`src/hw/rtl/rdeg_fifo.sv`:
```
// Two-entry queue between the front end and the back end.
module rdeg_fifo #(
  parameter int W = 8
) (
  input  logic         clk_i,
  input  logic         rst_ni,
  input  logic         push_i,
  input  logic [W-1:0] din_i,
  input  logic         pop_i,
  output logic [W-1:0] dout_o,
  output logic         full_o,
  output logic         empty_o
);

  logic [W-1:0] mem_q [2];
  logic         wp_q, wp_d;
  logic         rp_q, rp_d;
  logic [1:0]   cnt_q, cnt_d;

  assign full_o  = cnt_q == 2'd2;
  assign empty_o = cnt_q == 2'd0;
  assign dout_o  = mem_q[rp_q];

  always_comb begin
    wp_d  = push_i ? ~wp_q : wp_q;
    rp_d  = pop_i ? ~rp_q : rp_q;
    cnt_d = cnt_q + 2'(push_i) - 2'(pop_i);
  end

  always_ff @(posedge clk_i) begin
    if (push_i) mem_q[wp_q] <= din_i;
  end

  always_ff @(posedge clk_i or negedge rst_ni) begin
    if (!rst_ni) begin
      wp_q  <= 1'b0;
      rp_q  <= 1'b0;
      cnt_q <= 2'd0;
    end else begin
      wp_q  <= wp_d;
      rp_q  <= rp_d;
      cnt_q <= cnt_d;
    end
  end

endmodule

```
`config.mk`:
```
export PLATFORM = sky130hd
export DESIGN_NAME = rdeg_fifo
export DESIGN_NICKNAME = d
export VERILOG_FILES = /design/src/hw/rtl/rdeg_fifo.sv
export SDC_FILE = /design/constraint.sdc
export NUM_CORES = 1
export LEC_CHECK = 0
export ABC_AREA = 1
export BUFFER_PORTS_ARGS = -buffer_cell sky130_fd_sc_hd__buf_2
export CORE_MARGIN = 4
export CORE_UTILIZATION = 53
export CTS_BUF_LIST = sky130_fd_sc_hd__clkbuf_16
export CTS_CLUSTER_SIZE = 8
export DETAILED_ROUTE_END_ITERATION = 8
export PLACE_DENSITY = 0.91
export REMOVE_ABC_BUFFERS = 1
export SYNTH_ARGS = -nofsm -noshare
export SYNTH_HDL_FRONTEND = slang
export SYNTH_SLANG_ARGS = --single-unit
```
`constraint.sdc`:
```
create_clock -name clk_i -period 3.2 [get_ports clk_i]
set_clock_uncertainty 0.1 [all_clocks]
set_input_delay 0.32 -clock clk_i [delete_from_list [all_inputs] [get_ports clk_i]]
set_output_delay 0.32 -clock clk_i [all_outputs]
set_load 0.005 [all_outputs]
```
==> impl_table.tex <==
\begin{tabular}{lr}
\hline
Metric & Value \\
\hline
\multicolumn{2}{l}{\textbf{Power and ir drop}} \\
\quad Total power per unit cell area & 864 mW/mm² \\
\quad Peak VDD IR & 0.461 mV \\
\quad LEAKAGE & 0.484 nW \\
\quad Power Total & 0.875 mW \\
\multicolumn{2}{l}{\textbf{Clock tree}} \\
\quad Setup bufs post-CTS & 0 \\
\quad CTS tree & built \\
\quad Clock-pin slew of the registers on the worst-case setup and hold paths & 0.05 ns \\
\quad Max H-tree Level & 1 \\
\quad Post-cts resize count & 0 \\
\quad Source-to-sink clock delay at the later pin of the worst-skew pair & 0.25 ns \\
\quad Number of buffers added to fix hold violations after cts & 1 \\
\quad Clock Sinks & 20 \\
\quad CTS Buf Count & 3 \\
\quad Clock root buffer & clkbuf\_16 \\
\quad Maximum number of buffers from clock root to sink & 2 \\
\multicolumn{2}{l}{\textbf{Critical path}} \\
\quad Crit path launch type & register \\
\quad Arrival time worst endpoint & 1.27 ns \\
\quad Total number of cells along the worst setup path & 3 \\
\quad Setup crit start & rp\_q\$\_DFFE\_PN0P\_ \\
\quad Buffers \& Inverters on Critical Path & 1 \\
\quad Worst setup EP type & output port \\
\quad CP delay by family, top & flip-flops \\
\quad Terminus of the critical flop-to-flop path & mem\_q[0][4]\$\_DFFE\_PP\_ \\
\quad Worst R2R Start & wp\_q\$\_DFFE\_PN0P\_ \\
\quad Delay contributed by the slowest stage of the critical path & 0.68 ns \\
\quad Critical path class & register to output port \\
\quad Critical path's slowest cell & dfrtp\_1 \\
\quad Crit path required time & 2.78 ns \\
\quad CP Cell Sequence & nand2\_1, o21ai\_0, buf\_2 \\
\quad Register-to-Register Setup Slack & 1.79 ns \\
\quad CP Capture Point & dout\_o[1] \\
\quad Number of cells traversed by the worst register-to-register path & 1 \\
\quad CP max FO & 17 \\
\multicolumn{2}{l}{\textbf{Synth}} \\
\quad Count of unique library cells instantiated by Yosys & 12 \\
\quad Cell taking the most area after synthesis & edfxtp\_1 \\
\quad Fraction of the yosys area taken by sequential cells & 0.699 \\
\quad Top cells by area in the synthesized netlist & edfxtp\_1, dfrtp\_1, inv\_1, nand2\_1, o21ai\_2 \\
\quad Fraction of post-synthesis cell area in the top cell type by area & 0.578 \\
\quad Mean instance size in the synthesized netlist & 12.4 µm² \\
\quad Count of yosys warnings during synthesis & 0 \\
\quad Post-Syn Area & 831 µm² \\
\quad Register bit count reported by yosys & 20 \\
\quad Post-synthesis cell count & 67 \\
\multicolumn{2}{l}{\textbf{STA}} \\
\quad Setup repair after global routing missed its margin & false \\
\quad Total of endpoints with negative setup slack in the final report & 0 \\
\quad Top achievable clock speed & 591 MHz \\
\quad Post-route worst setup slack & 1.51 ns \\
\quad Number of endpoints with negative hold slack in the final report & 0 \\
\quad Final critical path time including I/O delays and setup & 1.69 ns \\
\quad Pin slew with the least headroom to its limit & 0.669 ns \\
\quad Max-Slew Margin vs Limit & 0.552 \\
\quad Final Slew Violations & 0 \\
\quad Sum of negative setup slack & 0 ns \\
\quad Final critical-path share of the clock period & 0.529 \\
\multicolumn{2}{l}{\textbf{Outcome}} \\
\quad Result of the run & finished clean \\
\multicolumn{2}{l}{\textbf{Route}} \\
\quad Wirelength per Cell & 12.1 µm \\
\quad Met2 layer wire length in the routed design & 666 µm \\
\quad Highest metal used & met4 \\
\quad Metal3 WL & 118 µm \\
\quad Via count & 515 \\
\quad Routed met1 length & 493 µm \\
\quad Violation count after the first detailed-routing iteration & 6 \\
\quad Final routed wirelength across all metal layers & 1.30 mm \\
\quad Vias per inst & 4.81 \\
\quad Number of antenna-violating nets in the routed design & 0 \\
\quad Iteration count of the initial detailed-routing pass & 3 \\
\quad DRC Markers & 0 \\
\multicolumn{2}{l}{\textbf{Final layout}} \\
\quad Commonest cells after routing, fill and taps aside & buf\_2, edfxtp\_1, inv\_1 \\
\quad Inserted Diodes & 0 \\
\quad Area growth from synthesis to layout & 22.0\% \\
\quad Final core area utilization & 0.681 \\
\quad Fin cells & 107 \\
\quad Most frequent standard cell in the layout excluding fill and tap cells & buf\_2 \\
\quad Total number of nets in the final design & 106 \\
\quad Share of cells above drive strength 1 & 0.297 \\
\multicolumn{2}{l}{\textbf{Global routing}} \\
\quad First-pass GRT wire length & 1.90 mm \\
\quad Global router's overall resource usage & 0.129 \\
\quad Initial antenna violation count & 0 \\
\quad Number of global-route vias before repair & 482 \\
\quad Remaining global-route overflow & 0 \\
\quad Maximum number of pins on one net before global-route repair & 18 \\
\multicolumn{2}{l}{\textbf{Floorplan}} \\
\quad Die Y-Extent & 47.6 µm \\
\quad I/O Pins & 22 \\
\quad Number of placement rows & 14 \\
\quad Initial core utilization & 0.558 \\
\quad Total core area & 0.00149 mm² \\
\quad Die X & 47.6 µm \\
\quad Die Area & 0.00226 mm² \\
\multicolumn{2}{l}{\textbf{Place}} \\
\quad Setup slack at placement & 1.73 ns \\
\quad Detailed placer's ending HPWL & 955 µm \\
\quad Routability cong. & 0.675 \\
\quad Number of cells in the design after placement & 102 \\
\quad Count of input and output buffers & 21 \\
\multicolumn{2}{l}{\textbf{Hold path}} \\
\quad Classification of the worst-slack hold path & input port to register \\
\multicolumn{2}{l}{\textbf{Job}} \\
\quad Max\_cap viols & 0 \\
\hline
\end{tabular}
==> per-stage QoR <==
step / cell area (µm²) / hold slack [ns]
finish: 1010 / 0.158
global route: 1010 / 0.157
CTS: 1010 / 0.156
detailed placement: 925 / 0.0353
global placement: 925 / 0.0295
floorplan: 800 / -0.0756
==> worst min path at each step <==
stage / start / to / cells after the start / slack, ns
after floorplan: rst_ni / cnt_q[0]$_DFF_PN0_ / 0 / -0.08
after global placement: rst_ni / cnt_q[0]$_DFF_PN0_ / 1 / 0.03
after detailed placement: rst_ni / cnt_q[1]$_DFF_PN0_ / 1 / 0.04
after CTS: din_i[1] / mem_q[1][1]$_DFFE_PP_ / 1 / 0.16
after global routing: din_i[3] / mem_q[0][3]$_DFFE_PP_ / 1 / 0.16
final: din_i[6] / mem_q[0][6]$_DFFE_PP_ / 1 / 0.16
==> synthesized netlist by cell type <==
library cell  number
inv_1             15
buf_6              1
nand3_1            1
xor2_1             2
o21ai_2            3
buf_12             1
ha_1               2
o21ai_0            5
nand2_1           14
edfxtp_1          16
dfrtp_1            4
nor2_1             3
==> kinds of logic after synthesis <==
logic type	after synthesis	share of synthesized area
DFF	20	0.699
and+or+nand+nor	18	0.0828
buffers and inverters	17	0.105
AOI/OAI and AO/OA	8	0.0617
xor gates and xnor gates	2	0.0211
adders and majority gates	2	0.0301
==> report_power, final <==
group          internal, mW  leakage (nW)  switching [mW]
sequential            0.354         0.197          0.0556
clock                 0.166        0.0385          0.0845
combinational        0.0993         0.249           0.116
==> sequential cells by signal, summed over array words and instances, names as in the netlist <==
register	count
cnt_q	2
mem_q	16
rp_q	1
wp_q	1
==> cell type report <==
cell class                      count  area (µm²)
Tap cell                           16        20.0
Timing Repair Buffer               22         115
Inverter                           15        56.3
Clock inverter                      1        3.75
Fill cell                         108         475
Multi-Input combinational cell     30         163
Sequential cell                    20         581
Clock buffer                        3        75.1
==> routing by layer <==
layer,vias to the layer above,global-route usage
met1,231,0.122
met4,0,0.0968
met3,4,0.0338
li1,262,-
met2,18,0.235
met5,-,0
Note: power is estimated with default switching activity, not from simulation.
