`config.mk`:
```
export PLATFORM = sky130hd
export DESIGN_NAME = rdeg_front
export DESIGN_NICKNAME = d
export VERILOG_FILES = /design/src/hw/rtl/rdeg_pkg.sv /design/src/hw/rtl/rdeg_front.sv
export SDC_FILE = /design/constraint.sdc
export NUM_CORES = 1
export LEC_CHECK = 0
export ABC_CLOCK_PERIOD_IN_PS = 7600
export BUFFER_PORTS_ARGS = -buffer_cell sky130_fd_sc_hd__buf_2
export CAP_MARGIN = 20
export CORE_MARGIN = 5
export CORE_UTILIZATION = 40
export DETAILED_ROUTE_END_ITERATION = 7
export HOLD_SLACK_MARGIN = 0.05
export PLACE_DENSITY = 0.7
export SYNTH_ARGS = -nofsm -noshare
export SYNTH_HDL_FRONTEND = slang
export SYNTH_SLANG_ARGS = --single-unit
```
`constraint.sdc`:
```
create_clock -name clk_i -period 7.6 [get_ports clk_i]
set_input_delay 0.76 -clock clk_i [delete_from_list [all_inputs] [get_ports clk_i]]
set_output_delay 0.76 -clock clk_i [all_outputs]
set_load 0.05 [all_outputs]
```
`src/hw/rtl/rdeg_pkg.sv`:
```
// Shared types and constants for the register dependency edge generator.
package rdeg_pkg;

  localparam int FUNC_W    = 3;
  localparam int REG_IN_W  = 8;
  localparam int OUT_IDX_W = 10;
  localparam int SPAN_W    = 6;

  typedef enum logic [FUNC_W-1:0] {
    FUNC_LDI,
    FUNC_ASSIGN,
    FUNC_ADD,
    FUNC_SUB,
    FUNC_MUL,
    FUNC_DIV,
    FUNC_RET
  } func_e;

  typedef enum logic [2:0] {
    ST_CLEAR,
    ST_IDLE,
    ST_READ,
    ST_WR2,
    ST_ARITH,
    ST_RET
  } back_state_e;

endpackage

```
`src/hw/rtl/rdeg_front.sv`:
```
// Front end: accepts instructions, numbers them, reduces registers, sizes return spans.
module rdeg_front import rdeg_pkg::*; #(
  parameter int NUM_VREGS  = 256,
  parameter int MAX_INSTRS = 1024,
  parameter int RET_SPAN   = 63,
  localparam int IW = $clog2(MAX_INSTRS),
  localparam int VW = $clog2(NUM_VREGS)
) (
  input  logic                clk_i,
  input  logic                rst_ni,
  input  logic                in_valid_i,
  output logic                in_stall_o,
  input  logic [FUNC_W-1:0]   func_i,
  input  logic [REG_IN_W-1:0] dst_reg_i,
  input  logic [REG_IN_W-1:0] src_reg_i,
  input  logic                src_present_i,
  input  logic                back_busy_i,
  input  logic                q_full_i,
  output logic                q_push_o,
  output logic [FUNC_W-1:0]   q_func_o,
  output logic [IW-1:0]       q_idx_o,
  output logic [VW-1:0]       q_dst_o,
  output logic [VW-1:0]       q_src_o,
  output logic                q_has2_o,
  output logic [IW-1:0]       q_start_o,
  output logic [SPAN_W-1:0]   q_count_o,
  output logic                q_ovf_o
);

  localparam int CW = IW + 8;
  localparam int RW = 20;
  localparam logic [RW-1:0] NV = RW'(NUM_VREGS);

  logic [IW-1:0] cnt_q, cnt_d;
  logic [IW-1:0] lr_q, lr_d;
  logic          lr_v_q, lr_v_d;
  logic          accept;
  logic [IW-1:0] start0;
  logic [CW-1:0] diff;
  logic [CW-1:0] back_st;
  logic          ovf;

  function automatic logic [VW-1:0] reduce(input logic [REG_IN_W-1:0] v);
    logic [RW-1:0] r;
    r = RW'(v);
    for (int k = REG_IN_W - 1; k >= 0; k--) begin
      if (r >= (NV << k)) r = r - (NV << k);
    end
    return VW'(r);
  endfunction

  function automatic logic [IW-1:0] inc(input logic [IW-1:0] x);
    return (x == IW'(MAX_INSTRS - 1)) ? '0 : x + IW'(1);
  endfunction

  assign in_stall_o = back_busy_i || q_full_i;
  assign accept     = in_valid_i && !in_stall_o;
  assign q_push_o   = accept && (func_i <= FUNC_RET);

  always_comb begin
    start0  = lr_v_q ? inc(lr_q) : '0;
    diff    = CW'(cnt_q) - CW'(start0) + ((cnt_q < start0) ? CW'(MAX_INSTRS) : '0);
    ovf     = diff > CW'(RET_SPAN);
    back_st = CW'(cnt_q) - CW'(RET_SPAN)
              + ((CW'(cnt_q) < CW'(RET_SPAN)) ? CW'(MAX_INSTRS) : '0);
  end

  assign q_func_o  = func_i;
  assign q_idx_o   = cnt_q;
  assign q_dst_o   = reduce(dst_reg_i);
  assign q_src_o   = reduce(src_reg_i);
  assign q_has2_o  = src_present_i;
  assign q_start_o = ovf ? IW'(back_st) : start0;
  assign q_count_o = ovf ? SPAN_W'(RET_SPAN) : SPAN_W'(diff);
  assign q_ovf_o   = ovf;

  always_comb begin
    cnt_d  = cnt_q;
    lr_d   = lr_q;
    lr_v_d = lr_v_q;
    if (q_push_o) begin
      cnt_d = inc(cnt_q);
      if (func_e'(func_i) == FUNC_RET) begin
        lr_d   = cnt_q;
        lr_v_d = 1'b1;
      end
    end
  end

  always_ff @(posedge clk_i or negedge rst_ni) begin
    if (!rst_ni) begin
      cnt_q  <= '0;
      lr_q   <= '0;
      lr_v_q <= 1'b0;
    end else begin
      cnt_q  <= cnt_d;
      lr_q   <= lr_d;
      lr_v_q <= lr_v_d;
    end
  end

endmodule

```
==> results.yml <==
status:
  status: "complete, no violations"
logic_synthesis:
  synth_top_family_by_area: "simple AND/OR/NAND/NOR gates"
  synth_cell_type_count: 41
  yosys.area_share.adder_pct: 9.28
  netlist_instances: 224
  ys_seq_elements: 21
  synth_compound_area_share_pct: 10.8
  seq_area_frac_synth_pct: 26.7
  post_synth_xor_area_fraction_pct: 12.0
  syn_area_um2: 1970
  synth_nets: 263
  yosys.area_share.simple_pct: 18.9
  muxShareOfSynthArea_pct: 11.4
  syn_avg_cell_area_um2: 8.79
  yosysWarnings: 0
route:
  ant_nets: 0
  remaining_drc_errors: 0
  drt_iter0_markers: 81
  via_per_inst: 5.19
  vias: 1605
  routed_wl_mm: 4.43
  detail_route.wl_per_cell_um: 14.3
  drtPass1Iterations: 4
finish:
  fin_util_pct: 44.6
  drive_gt1_share_pct: 26.0
  n_antenna_cell: 0
  area_growth_pct: 7.76
  final_nets: 282
  nFillCells: 495
pwr:
  sequentialPowerShare_pct: 23.3
  power.density_nw_per_um2: 334
  combPwrFrac_pct: 66.4
  p_leak_nw: 0.969
  p_sw_share_pct: 53.3
  vdd_ir_drop_max_v: 0.000113
  p_int_w: 0.000331
  power.switching_w: 0.000378
  clock_power_share_pct: 10.4
  power_w: 0.000709
timing:
  fin_skew_ns: 0.00426
  relSlewSlack_pct: 29.8
  setup_tns_ns: 0
  setup_viol_count_final: 0
  grt_setup_unrepaired: "no"
  hold_violations: 0
  min_period_ns: 5.90
  max_clock_freq_ghz: 0.169
  slew_viol_final: 0
  worst_pin_slew_ns: 1.04
  timing.final.crit_share_pct: 77.6
setup_path:
  crit_chain: "ha_1 -> nand4_1 -> nor2_1 -> a21boi_0 -> nor2b_1 -> ha_1 -> fa_1 -> nand2b_1 -> a21oi_1 -> a311o_1 -> a31o_2 -> a21oi_1 -> ha_1 -> o2111ai_1 -> nor4_4 -> mux2_2 -> buf_2"
  critPathBufInv: 1
  critPathLaunchType: "flop"
  crit_path_top_delay_cell: "nor4_4"
  arrival_ns: 5.14
  crit_path_max_incr_delay_ns: 0.82
  critical_path.max_fanout: 17
  worst-endpoint-required_ns: 6.84
  critPathTopFamily: "compound AO/OA/AOI/OAI gates"
  cpMostUsedCell: "ha_1"
  end_kind: "output pin"
  crit_type: "flop to output pin"
die:
  rows: 25
  coreArea_um2: 4750
  ios: 74
  die-height_um: 80.1
  floorplan.initialDensity_pct: 41.4
  die_area_um2: 6420
  die-width_um: 80.1
clock_network:
  htree_levels: 1
  cts_resized: 0
  clk_pin_slew_ns: 0.08
  cts_made_buffers: 3
  cts_sinks: 21
  postCtsSetupBuffers: 0
  clock-root-buffer: "clkbuf_8"
  clock_path_buffers: 2
  ctsHoldBuffers: 0
  cts_tree: "done"
  clock_latency_ns: 0.26
place:
  hpwl_mm: 3.51
  port_buffers: 39
  gp_congestion: 0.887
global_routing:
  antenna_found_initial: 0
  grt_pass1_wl_mm: 7.40
  grt_start_max_net_pins: 22
  overflow: 0
  grt_use_total_pct: 14.6
  first_global_vias: 1553
hold_path:
  hold_class: "primary input to asynchronous set/reset pin"
job:
  cap_violations: 0
cells in the final DEF, fill, tap and decap left out, types with 3 or more instances in the layout:
cell,n
xor2_1,13
mux2i_1,9
xnor2_1,14
nor2_1,15
clkbuf_8,3
inv_1,8
nand2_1,26
nand3_1,11
o21ai_0,10
and3_1,4
ha_1,13
mux2_2,12
dfrtp_1,21
buf_2,39
a21oi_1,7
nand4_1,3
stage by stage:
stage | hold slack [ns] | area [um^2] | std cells | setup WS [ns]
finish | 0.446 | 2120 | 309 | 1.70
global route | 0.487 | 2120 | 309 | 1.29
CTS | 0.461 | 2120 | 309 | 1.70
detailed placement | 0.551 | 2070 | 305 | 1.99
global placement | 0.547 | 2070 | 305 | 2.14
floorplan | 0.464 | 1970 | 224 | 2.32
cells in the mapped netlist:
cell type	instances	area, um^2
ha_1	13	163
clkinv_1	1	3.75
xor2_1	13	114
nand3_1	11	55.1
o22ai_1	1	6.26
and2_1	2	12.5
a21o_1	1	7.51
buf_4	20	150
nor2b_1	1	6.26
xnor2_1	14	123
mux2_2	12	135
o31ai_1	1	7.51
and3_1	4	25.0
buf_6	1	11.3
nand2_1	26	97.6
a31o_2	2	17.5
nand4_1	3	18.8
nor3_1	2	10.0
mux2i_1	9	90.1
a31oi_1	2	12.5
nor2b_4	1	13.8
nor4b_1	1	8.76
inv_1	8	30.0
fa_1	1	20.0
clkbuf_1	5	18.8
dfrtp_1	21	526
o21bai_1	1	7.51
o2111ai_1	2	17.5
a41oi_2	1	16.3
nor4_4	1	21.3
a21bo_2	1	10.0
o21ai_0	10	50.1
a21boi_0	2	15.0
or2_1	1	6.26
a21oi_1	7	35.0
nor2_1	15	56.3
or2b_1	2	15.0
nor4_1	1	6.26
nand2b_1	2	12.5
a311o_1	1	10.0
or2_2	1	6.26
registers in the layout, summed over array words and instances, names as in the netlist:
name,cells
lr_v_q,1
lr_q,10
q_idx_o,10
cell families (layout without fill, tap and decap cells):
logic type | Yosys count | in the layout
XOR/XNOR | 27 | 27
adder cells (fa/ha/maj) | 14 | 14
AO/OA/AOI/OAI | 32 | 32
buffers and inverters | 35 | 53
multiplexers | 21 | 21
flip-flops | 21 | 21
AND/OR/NAND/NOR | 74 | 74
worst reg2reg max path, cell delays in order, from the launching register on:
cell     delay, ns
dfrtp_1       0.45
ha_1          0.24
nand3_1       0.19
nor2_1        0.41
and3_1        0.40
a31oi_1       0.07
o21ai_0       0.18
o31ai_1       0.10
power groups by stage:
stage | logic (W) | clock network, W | registers (W)
floorplan | 0.000379 | 0 | 0.000187
CTS | 0.000472 | 0.0000757 | 0.000164
global placement | 0.000462 | 0 | 0.000166
finish | 0.000471 | 0.0000734 | 0.000165
global route | 0.000508 | 0.0000813 | 0.000170
detailed placement | 0.000470 | 0 | 0.000166
layer usage:
layer	global-route usage, %	vias to the layer above	share of wire [%]
met1	18.2	769	44
met5	0	-	0
li1	-	790	-
met4	4.73	0	1.4
met3	2.35	7	4.8
met2	25.6	39	50
area by class of cell:
cell class | instances | area, um^2 | area share (%)
clock inverter | 1 | 5.00 | 0.236
multi-input combinational | 168 | 1230 | 57.9
sequential | 21 | 526 | 24.8
clock buffer | 3 | 41.3 | 1.95
tap | 67 | 83.8 | 3.95
inverter | 9 | 33.8 | 1.59
timing repair buffer | 40 | 203 | 9.56
worst paths after layout:
path,slack [ns],from,endpoint,cells after the start
min in group clk_i,0.57,lr_q[8]$_DFFE_PN0P_,lr_q[8]$_DFFE_PN0P_,1
worst max register to register,5.44,q_idx_o[1]$_DFFE_PN0P_,q_idx_o[5]$_DFFE_PN0P_,7
worst min register to register,0.57,lr_q[8]$_DFFE_PN0P_,lr_q[8]$_DFFE_PN0P_,1
worst min-delay path,0.45,rst_ni,q_idx_o[7]$_DFFE_PN0P_,1
max in group asynchronous,6.83,rst_ni,lr_q[9]$_DFFE_PN0P_,1
worst max-delay path,1.70,lr_q[0]$_DFFE_PN0P_,q_start_o[1],17
Power figures use the tool's default switching activity.
